### src/hw/rtl/rcl_pkg.sv
// ----------------------------------------------------------------------------
// rcl_pkg
// Shared types and constants of the RGB 3x3 convolution line buffer.
// ----------------------------------------------------------------------------
package rcl_pkg;

  typedef struct packed {
    logic       action;
    logic [7:0] red_in;
    logic [7:0] green_in;
    logic [7:0] blue_in;
  } in_item_t;

  typedef struct packed {
    logic [7:0] red_out;
    logic [7:0] green_out;
    logic [7:0] blue_out;
    logic       frame_end;
  } out_item_t;

  localparam logic ACT_PIXEL = 1'b0;
  localparam logic ACT_DRAIN = 1'b1;

  localparam logic [2:0] REG_FRAME_WIDTH  = 3'd0;
  localparam logic [2:0] REG_FRAME_HEIGHT = 3'd1;
  localparam logic [2:0] REG_KERNEL_DIV   = 3'd2;
  localparam logic [2:0] REG_KERNEL_TOP   = 3'd3;
  localparam logic [2:0] REG_KERNEL_MID   = 3'd4;
  localparam logic [2:0] REG_KERNEL_BOT   = 3'd5;

  localparam int unsigned SUM_W = 19;  // magnitude of a non-negative channel sum
  localparam logic [7:0] PIX_MAX = 8'd255;

endpackage

### src/hw/rtl/rcl_divider.sv
// ----------------------------------------------------------------------------
// rcl_divider
// Three-channel restoring divider, one quotient bit per cycle, clamps to a pixel.
// ----------------------------------------------------------------------------
module rcl_divider (
  input  logic                                clk_i,
  input  logic                                rst_ni,
  input  logic                                start_i,
  input  logic [2:0][rcl_pkg::SUM_W-1:0]      num_i,
  input  logic [2:0]                          neg_i,
  input  logic [15:0]                         den_i,
  output logic                                done_o,
  output logic [2:0][7:0]                     quo_o
);

  localparam int unsigned SumW = rcl_pkg::SUM_W;

  logic                      busy_q;
  logic [4:0]                cnt_q;
  logic                      done_q;
  logic [15:0]               den_q;
  logic [2:0]                neg_q;
  logic [2:0][SumW-1:0]      nq_q;   // numerator shifts out, quotient shifts in
  logic [2:0][16:0]          rem_q;
  logic [2:0][16:0]          rem_sh;
  logic [2:0]                ge;

  always_comb begin
    for (int c = 0; c < 3; c++) begin
      rem_sh[c] = {rem_q[c][15:0], nq_q[c][SumW-1]};
      ge[c]     = rem_sh[c] >= {1'b0, den_q};
    end
  end

  always_ff @(posedge clk_i or negedge rst_ni) begin
    if (!rst_ni) begin
      busy_q <= 1'b0;
      cnt_q  <= '0;
      done_q <= 1'b0;
    end else begin
      done_q <= 1'b0;
      if (start_i) begin
        busy_q <= 1'b1;
        cnt_q  <= '0;
      end else if (busy_q) begin
        if (cnt_q == 5'(SumW - 1)) begin
          busy_q <= 1'b0;
          done_q <= 1'b1;
        end
        cnt_q <= cnt_q + 5'd1;
      end
    end
  end

  always_ff @(posedge clk_i) begin
    if (start_i) begin
      den_q <= (den_i == 16'd0) ? 16'd1 : den_i;
      neg_q <= neg_i;
      nq_q  <= num_i;
      rem_q <= '0;
    end else if (busy_q) begin
      for (int c = 0; c < 3; c++) begin
        rem_q[c] <= ge[c] ? (rem_sh[c] - {1'b0, den_q}) : rem_sh[c];
        nq_q[c]  <= {nq_q[c][SumW-2:0], ge[c]};
      end
    end
  end

  always_comb begin
    for (int c = 0; c < 3; c++) begin
      if (neg_q[c]) begin
        quo_o[c] = 8'd0;
      end else if (nq_q[c] > SumW'(rcl_pkg::PIX_MAX)) begin
        quo_o[c] = rcl_pkg::PIX_MAX;
      end else begin
        quo_o[c] = nq_q[c][7:0];
      end
    end
  end

  assign done_o = done_q;

endmodule

### config.mk
export PLATFORM = sky130hd
export DESIGN_NAME = rcl_divider
export DESIGN_NICKNAME = d
export VERILOG_FILES = /design/src/hw/rtl/rcl_pkg.sv /design/src/hw/rtl/rcl_divider.sv
export SDC_FILE = /design/constraint.sdc
export NUM_CORES = 1
export LEC_CHECK = 0
export ABC_AREA = 1
export BUFFER_PORTS_ARGS = -buffer_cell sky130_fd_sc_hd__buf_2
export CAP_MARGIN = 20
export CORE_MARGIN = 2
export CORE_UTILIZATION = 54
export DETAILED_ROUTE_END_ITERATION = 10
export PLACE_DENSITY = 0.76
export SLEW_MARGIN = 40
export SYNTH_ARGS = -nofsm -noshare
export SYNTH_HDL_FRONTEND = slang
export SYNTH_SLANG_ARGS = --single-unit
export TNS_END_PERCENT = 100
### constraint.sdc
create_clock -name clk_i -period 2.3 [get_ports clk_i]
set_clock_uncertainty 0.1 [all_clocks]
set_input_delay 0.69 -clock clk_i [delete_from_list [all_inputs] [get_ports clk_i]]
set_output_delay 0.69 -clock clk_i [all_outputs]
set_load 0.01 [all_outputs]
# Word level (Yosys, flattened, before mapping)
# Index checks and enable logic that the tools add are counted.
classes:
  add_sub_neg: 4
  order_cmp: 6
  n_eq_ne: 1
  muxes: 19
  reduce_logical: 2
op_table:
  columns: ["operator", "count"]
  rows:
  - ["57-bit 2-to-1 mux", 2]
  - ["19-bit by 8-bit > comparator with 1-bit output, second input constant", 3]
  - ["17-bit by 16-bit >= comparator with 1-bit output", 3]
  - ["16-bit 2-to-1 mux", 3]
  - ["8-bit 2-to-1 mux", 6]
  - ["16-bit subtractor", 3]
  - ["16-bit zero test", 1]
  - ["5-bit 2-to-1 mux", 2]
  - ["1-bit 2-to-1 mux", 6]
  - ["5-bit by 1-bit adder with 5-bit output, second input constant", 1]
  - ["5-bit == test, second input constant", 1]
  - ["2-bit nonzero test", 1]
word_totals:
  ff_bits: 131
  inputBits: 79
  out_inout_bits: 25
  elab_cells: 43

# Logic depth before layout (Yosys ltp)
# Gate-level depths: netlist (run 1).
logic_depth:
  depth_word: 4
  mapped_depth: 15

# Worst setup path after synthesis (run 1)
# OpenSTA, ideal clock, no wires.
synth_timing:
  path_type: "input port to flip-flop"
  from: "input port start_i"
  to: "register nq_q[0] (netlist name), enable pin"
  setup_time_ns: 0.415
  t_arrival_ns: 2.289
  required_ns: 1.785
  path_slack_ns: -0.504
  cell_stages: 3
  n_path_buf: 1
  path_cell_list: "clkbuf_1 > nor2_1 > inv_1"
synth_between:
  elab_chain_len: 1
synth_lines:
  columns: ["item", "line_no", "source"]
  rows:
  - ["from (decl)", "rcl_divider.sv:8", "input logic start_i,"]
  - ["2-bit nonzero test (no source line)", null, null]
  - ["to (signal assigned)", "rcl_divider.sv:59", "nq_q <= num_i;"]
  - ["to (signal, indexed assignment)", "rcl_divider.sv:64", "nq_q[c] <= {nq_q[c][SumW-2:0], ge[c]};"]
  - ["to (decl)", "rcl_divider.sv:23", "logic [2:0][SumW-1:0] nq_q;"]
# Every way passes these cells.
# A chain may end at the register's enable or synchronous reset.

==> metrics.csv, run 1 <==
stage,metric,value,unit
synth,post-synthesis compound-gate area fraction,0.0582,
place,worst setup timing slack at the placement stage,0.0145,ns
synth,synthesized area per cell,6.98,µm²
synth,mux contribution to synthesized area,0,
place,total of buffers placed on input and output ports,103,
floorplan,Rows,47,
synth,Synth Area in Simple Gates,0.363,
floorplan,starting density of the core,0.551,
synth,"FFs w/ async S/R, synth",0.0534,
critical_path,startpoint of the worst register-to-register path,nq_q[48]$_DFFE_PP_,
critical_path,category of the critical setup timing path,flip-flop to output port,
sta,total count of max-transition violations in the final report,0,
synth,area share of fa/ha/maj cells after synthesis,0.0753,
cts,number of buffers created by CTS,17,
drt,number of remaining DRC errors,0,
cts,Max Buffers Root-to-Sink,2,
sta,upper clock frequency limit,0.385,GHz
sta,final setup margin,-0.299,ns
global_routing,maximum number of pins on one net before global-route repair,68,
drt,average detailed-routed wire length per instance,14.9,µm
cts,clock latency on the worst-skew pair,0.43,ns
floorplan,number of primary I/O pins,104,
cells_and_area,proportion of layout cells with a drive suffix above 1,0.195,
synth,leading register cell type out of synthesis,edfxtp_1,
power_and_ir_drop,cell area power density,1160,nW/µm²
place,final estimated routing congestion in global placement,0.976,
drt,"wirelength, routed",24900,µm
global_routing,antenna violations before repair,0,
run_status,failing checks,negative setup slack,
global_routing,residual overflow from global routing,0,
synth,fraction of synthesized cell area in xor and xnor cells,0.0183,
synth,sequential cell area fraction in the yosys report,0.375,
power_and_ir_drop,Total Power Consumption,12700,µW
worst_hold_path,hold crit path type,input pin to flip-flop,
synth,Synth Register Bits,131,
critical_path,endpoint class of the critical path,output port,
global_routing,wire length of the first global-routing pass,39200,µm
power_and_ir_drop,worst ir drop on vdd,0.699,mV
sta,"Hold Violations, Final",0,
critical_path,Critical Path Fanout Max,8,
global_routing,number of global-route vias before repair,8198,
sta,post-route clock period utilization,1.13,
worst_hold_path,Worst Hold Launch,neg_i[0],
floorplan,die outline width,134,µm
cells_and_area,# fillers,1377,
global_routing,total global routing track utilization,0.276,
cts,H-tree depth reported by CTS,4,
sta,post-layout min period,2.60,ns
drt,number of detailed-route iterations in the first pass,5,
drt,post-detailed-route count of antenna-violating nets,0,
drt,Vias/cell,5.28,
synth,count of different cell masters after synthesis,38,
job,max-cap violations,0,
sta,final setup violating endpoints,24,
floorplan,chip height,134,µm
synth,cell area after synthesis,9110,µm²
cells_and_area,nets,1563,
sta,pin slew with the least headroom to its limit,0.581,ns
power_and_ir_drop,leakage,0.00581,µW
cts,clk slew on worst S/H paths,0.07,ns
floorplan,placeable core region,16500,µm²
synth,synthesized instance count,1306,
drt,number of design-rule violations left by the first detailed-router iteration,736,
synth,total of warnings raised by yosys,0,
place,final HPWL from detailed placement,17800,µm
cts,clock sinks,131,
cells_and_area,final antenna diode count,0,
critical_path,critical path arrival,1.81,ns
drt,routed via count,8793,
critical_path,launch point of the critical path,nq_q[33]$_DFFE_PP_,
cells_and_area,area growth from synthesis to layout,20.1,%
critical_path,required time of the critical path,1.51,ns
cts,TritonCTS clock tree,built,
synth,largest family of logic cells by synthesized area,simple AND/OR/NAND/NOR gates,
synth,number of flops mapped to enable cells by yosys,76,
floorplan,total die area,17900,µm²
run_status,outcome,"complete, but fails checks",
sta,setup repair after global routing missed its margin,true,
cts,root buffer cell,clkbuf_16,
sta,Max-Slew Margin vs Limit,0.609,
synth,post-synth net total,1438,
critical_path,Critical Path Start Type,flip-flop,
[kinds of logic (layout without fill, tap and decap cells)]
kind of cell,Yosys count,after routing
buf+inv,252,390
simple gates,751,751
xor+xnor,19,19
fa+ha+maj,53,53
compound gates,100,100
flops,131,131
[area by class of cell]
type | instances | area, µm² | share of cell area
Inverter | 203 | 766 | 0.0700
Tap cell | 220 | 275 | 0.0252
Timing Repair Buffer | 155 | 1010 | 0.0926
Clock buffer | 17 | 425 | 0.0389
Clock inverter | 15 | 148 | 0.0135
Sequential cell | 131 | 3420 | 0.312
Multi-Input combinational cell | 923 | 4900 | 0.448
[through the flow]
stage	setup TNS, ns	area (µm²)	cells	hold slack (ns)	utilization
3_5_place_dp	0	9980	1608	0.355	0.604
3_3_place_gp	0	9980	1608	0.351	0.604
6_report	-5.12	10900	1664	0.328	0.662
4_1_cts	-4.05	10900	1661	0.313	0.657
2_1_floorplan	-5.71	9140	1306	0.294	-
5_1_grt	-7.05	10900	1664	0.319	0.662
[metal layers]
layer  up-vias  routed length [µm]  global-route usage
met1      4000               10700               0.348
met2       334               11800               0.460
met5         -                   0                   0
met3        53                1690              0.0593
li1       4406                   -                   -
met4         0                 680               0.115
[Yosys cell counts (5+ instances only)]
master,n,share of area
xnor2_1,14,0.013
dfrtp_1,7,0.019
ha_1,50,0.069
inv_1,201,0.083
nand3_1,107,0.059
o21ai_0,46,0.025
nand2_1,500,0.21
nand4_1,11,0.0076
edfxtp_1,76,0.25
dfxtp_1,48,0.11
nand3_2,11,0.012
nor3_1,16,0.0088
xor2_1,5,0.0048
a21oi_1,41,0.023
nand2_4,5,0.0062
clkbuf_1,35,0.014
nand2_2,10,0.0069
nor2_1,43,0.018
nand3b_1,30,0.025
nor4_1,8,0.0055
[path summary, 6_finish.rpt]
check | endpoint | slack, ns | depth (start not counted)
max in group asynchronous | cnt_q[0]$_DFFE_PN0P_ | 1.38 | 2
worst max-delay path | quo_o[8] | -0.30 | 5
worst min register to register | cnt_q[4]$_DFFE_PN0P_ | 0.36 | 1
worst min-delay path | neg_q[0]$_DFFE_PP_ | 0.33 | 1
min in group asynchronous | done_o$_DFF_PN0_ | 0.57 | 2
worst max register to register | nq_q[49]$_DFFE_PP_ | 0.06 | 14
[flip-flops by register name, indices dropped and copies added (netlist names)]
register	flops
busy_q	1
cnt_q	5
den_q	16
done_o	1
neg_q	3
nq_q	57
rem_q	48
[power breakdown]
part	leakage [µW]	internal, µW	switching (µW)
clock	0.000277	1510	1160
sequential	0.00130	3050	447
combinational	0.00424	2510	3990
total	0.00581	7080	5600
[worst max-delay path, stage by stage (launching register included)]
cell	delay [ns]
edfxtp_1	0.43
nor4_4	0.37
nand3_4	0.20
o21ai_2	0.18
inv_1	0.05
buf_2	0.13
[what timing repair did]
item | in CTS | in global routing
resized for setup | 54 | 30
hold endpoints to repair | 7 | 0
buffers inserted | 20 | 4
endpoints found under the setup margin | 25 | 73
pin swaps | 7 | 8
hold buffers | 1 | 0
[cell usage in the layout, fill, tap and decap left out, drive strengths merged, types with 5 or more instances in the layout]
cell type and count:
a21oi 41, buf 154, clkbuf 17, clkinv 6, dfrtp 7, dfxtp 48
edfxtp 76, ha 50, inv 208, nand2 515, nand3 118, nand3b 30
nand4 11, nor2 50, nor3 16, nor4 8, o21ai 48, xnor2 14
xor2 5
(Power assumes the default switching activity.)
==> run 2: changes to the inputs <==
--- a/config.mk
+++ b/config.mk
@@ -12,6 +12,7 @@
 export CORE_UTILIZATION = 54
 export DETAILED_ROUTE_END_ITERATION = 10
 export PLACE_DENSITY = 0.76
+export SKIP_CTS_REPAIR_TIMING = 1
 export SLEW_MARGIN = 40
 export SYNTH_ARGS = -nofsm -noshare
 export SYNTH_HDL_FRONTEND = slang
==> run 2 against run 1 <==
Against the previous run:
- combinational power shrank 0.8%
- sequential share of layout area grew 0.47 points
- the flow still finishes with violations (negative setup slack)
- clock-buffer cell count is the same
- maximum frequency grew 1.6%
- die area is the same
- non-clock buffer count shrank 17
- total power shrank 0.43%
- critical path depth is the same
- hold slack lost 0.0012 ns
- via count shrank 1.1%
- global-route usage shrank 1.0 points
==> metrics.csv, run 2 (synthesized netlist as in run 1, its figures left out) <==
stage,metric,value,unit,change
drt,routed via count,8698,,"was 8,793"
power_and_ir_drop,leakage,0.00572,µW,was 0.00581 µW
power_and_ir_drop,cell area power density,1170,nW/µm²,was 1160 nW/µm²
drt,average detailed-routed wire length per instance,14.6,µm,was 14.9 µm
cts,H-tree depth reported by CTS,4,,unchanged
worst_hold_path,Hold Path Depth,1,,unchanged
global_routing,antenna violations before repair,0,,unchanged
critical_path,Top delay family on crit path,simple AND/OR/NAND/NOR gates,,unchanged
critical_path,library cell contributing the largest single delay on the critical path,edfxtp_1,,unchanged
cts,clock sinks,131,,unchanged
place,final HPWL from detailed placement,17800,µm,unchanged
cells_and_area,largest register by flop count,nq_q,,unchanged
global_routing,residual overflow from global routing,0,,unchanged
sta,total count of max-transition violations in the final report,0,,unchanged
critical_path,Critical Path Start Type,flip-flop,,unchanged
power_and_ir_drop,Net Switching,5580,µW,was 5600 µW
power_and_ir_drop,internal power contribution,7040,µW,was 7080 µW
power_and_ir_drop,relative contribution of the clock network to total power,0.212,,was 0.211
cts,Max Buffers Root-to-Sink,2,,unchanged
critical_path,CP bufs+invs,2,,unchanged
sta,post-layout min period,2.56,ns,was 2.60 ns
job,max-cap violations,0,,unchanged
sta,setup repair after global routing missed its margin,true,,unchanged
drt,number of design-rule violations left by the first detailed-router iteration,697,,was 736
cts,clk slew on worst S/H paths,0.07,ns,about the same
floorplan,number of primary I/O pins,104,,unchanged
worst_hold_path,Worst Hold Launch,neg_i[0],,unchanged
sta,final setup margin,-0.259,ns,was -0.299 ns
critical_path,worst path cell trace,nor4_2 -> nand3_4 -> o21ai_2 -> inv_1 -> buf_2,,was nor4_4 -> nand3_4 -> o21ai_2 -> inv_1 -> buf_2
place,total of buffers placed on input and output ports,103,,unchanged
floorplan,starting density of the core,0.551,,unchanged
cells_and_area,# fillers,1404,,"was 1,377"
place,final estimated routing congestion in global placement,0.976,,unchanged
critical_path,depth of the worst register-to-register path,10,,was 14
drt,number of detailed-route iterations in the first pass,5,,unchanged
cells_and_area,proportion of layout cells with a drive suffix above 1,0.181,,was 0.195
global_routing,wire length of the first global-routing pass,37800,µm,"was 39,200 µm"
floorplan,placeable core region,16500,µm²,unchanged
run_status,failing checks,negative setup slack,,unchanged
cells_and_area,final antenna diode count,0,,unchanged
run_status,outcome,"complete, but fails checks",,unchanged
sta,worst hold slack,0.327,ns,was 0.328 ns
cells_and_area,most frequent standard cell in the layout excluding fill and tap cells,nand2_1,,unchanged
cells_and_area,flip-flop count of the largest register after layout,57,,unchanged
sta,Max-Slew Margin vs Limit,0.619,,was 0.609
sta,final setup violating endpoints,24,,unchanged
cts,TritonCTS clock tree,built,,unchanged
worst_hold_path,endpoint of the worst hold path,neg_q[0]$_DFFE_PP_,,unchanged
floorplan,chip height,134,µm,unchanged
sta,upper clock frequency limit,0.391,GHz,was 0.385 GHz
power_and_ir_drop,Gate power share,0.511,,was 0.513
sta,final setup TNS,-4.24,ns,was -5.12 ns
power_and_ir_drop,switching power as a share of total power,0.442,,about the same
critical_path,endpoint class of the critical path,output port,,unchanged
cells_and_area,leading registers by flop count,"nq_q: 57 flops, rem_q: 48 flops, den_q: 16 flops",,unchanged
drt,"wirelength, routed",24100,µm,"was 24,900 µm"
place,worst setup timing slack at the placement stage,0.0145,ns,unchanged
critical_path,required time of the critical path,1.51,ns,about the same
critical_path,critical path arrival,1.77,ns,was 1.81 ns
critical_path,capture point of the worst reg-to-reg path,rem_q[14]$_SDFFE_PP0P_,,was nq_q[49]$_DFFE_PP_
global_routing,total global routing track utilization,0.265,,was 0.276
critical_path,CP Depth,5,,unchanged
floorplan,die outline width,134,µm,unchanged
cells_and_area,"top library cells by usage in the layout, fill and taps aside","498 x nand2_1, 183 x inv_1, 105 x nand3_1, 103 x buf_2, 76 x edfxtp_1",,"was 498 x nand2_1, 182 x inv_1, 105 x nand3_1, 102 x buf_2, 76 x edfxtp_1"
drt,Vias/cell,5.28,,about the same
sta,pin slew with the least headroom to its limit,0.567,ns,was 0.581 ns
sta,post-route clock period utilization,1.11,,was 1.13
critical_path,Worst path max stage delay,0.42,ns,was 0.43 ns
cts,root buffer cell,clkbuf_16,,unchanged
critical_path,Critical Path Fanout Max,8,,unchanged
cells_and_area,nets,1546,,"was 1,563"
floorplan,total die area,17900,µm²,unchanged
cts,clock latency on the worst-skew pair,0.43,ns,about the same
critical_path,category of the critical setup timing path,flip-flop to output port,,unchanged
drt,post-detailed-route count of antenna-violating nets,0,,unchanged
power_and_ir_drop,share of power burned in registers,0.277,,was 0.276
sta,"Hold Violations, Final",0,,unchanged
cts,number of buffers created by CTS,17,,unchanged
critical_path,launch point of the critical path,nq_q[30]$_DFFE_PP_,,was nq_q[33]$_DFFE_PP_
critical_path,R2R setup slack,0.11,ns,was 0.06 ns
global_routing,maximum number of pins on one net before global-route repair,68,,unchanged
global_routing,number of global-route vias before repair,7919,,"was 8,198"
drt,number of remaining DRC errors,0,,unchanged
floorplan,Rows,47,,unchanged
cells_and_area,area growth from synthesis to layout,18.3,%,was 20.1%
critical_path,startpoint of the worst register-to-register path,den_q[0]$_SDFFCE_PN1P_,,was nq_q[48]$_DFFE_PP_
power_and_ir_drop,worst ir drop on vdd,0.700,mV,was 0.699 mV
worst_hold_path,hold crit path type,input pin to flip-flop,,unchanged
==> run 2: layer usage <==
layer / wire (µm) / GRT usage
met1: 10300 / 0.340
met4: 651 / 0.105
met5: 0 / 0
met3: 1870 / 0.0563
met2: 11300 / 0.440
==> run 2: metrics by stage <==
step	std cells	utilization	total power [µW]	instance area [µm²]
3_5_place_dp	1608	0.604	9680	9980
5_1_grt	1647	0.652	13600	10800
3_3_place_gp	1608	0.604	9560	9980
4_1_cts	1640	0.639	12400	10600
2_1_floorplan	1306	-	8190	9140
6_report	1647	0.652	12600	10800
==> run 2: worst max-delay path by stage <==
| stage | slack, ns | endpoint |
|---|---|---|
| after global placement | 0.03 | rem_q[14]$_SDFFE_PP0P_ |
| after CTS | -0.44 | quo_o[11] |
| after floorplan | -0.1 | nq_q[0]$_DFFE_PP_ |
| after detailed placement | 0.01 | rem_q[14]$_SDFFE_PP0P_ |
| after global routing | -0.40 | quo_o[15] |
| final | -0.26 | quo_o[10] |
==> run 2: area by class of cell <==
class | instances | area (µm²) | share of cell area
multi-input combinational | 923 | 4870 | 0.452
inverter | 203 | 766 | 0.0710
timing repair buffer | 138 | 876 | 0.0812
sequential | 131 | 3420 | 0.317
clock inverter | 15 | 148 | 0.0137
clock buffer | 17 | 425 | 0.0395
tap | 220 | 275 | 0.0255
==> run 2: worst reg2reg max path, cell delays in order (launching register included) <==
cell	delay (ns)
edfxtp_1	0.45
ha_1	0.26
fa_1	0.43
nor2_1	0.13
nor2_1	0.10
o21ai_2	0.19
nand2_1	0.10
nand3_1	0.12
nand3_2	0.08
nand2_1	0.07
nand2_1	0.04
==> run 2: power by group through the flow <==
stage	clock network (µW)	registers (µW)	logic, µW
6_report	2680	3500	6450
5_1_grt	2790	3550	7230
4_1_cts	2700	3450	6240
3_5_place_dp	0	3490	6180
3_3_place_gp	0	3490	6080
2_1_floorplan	0	3340	4850
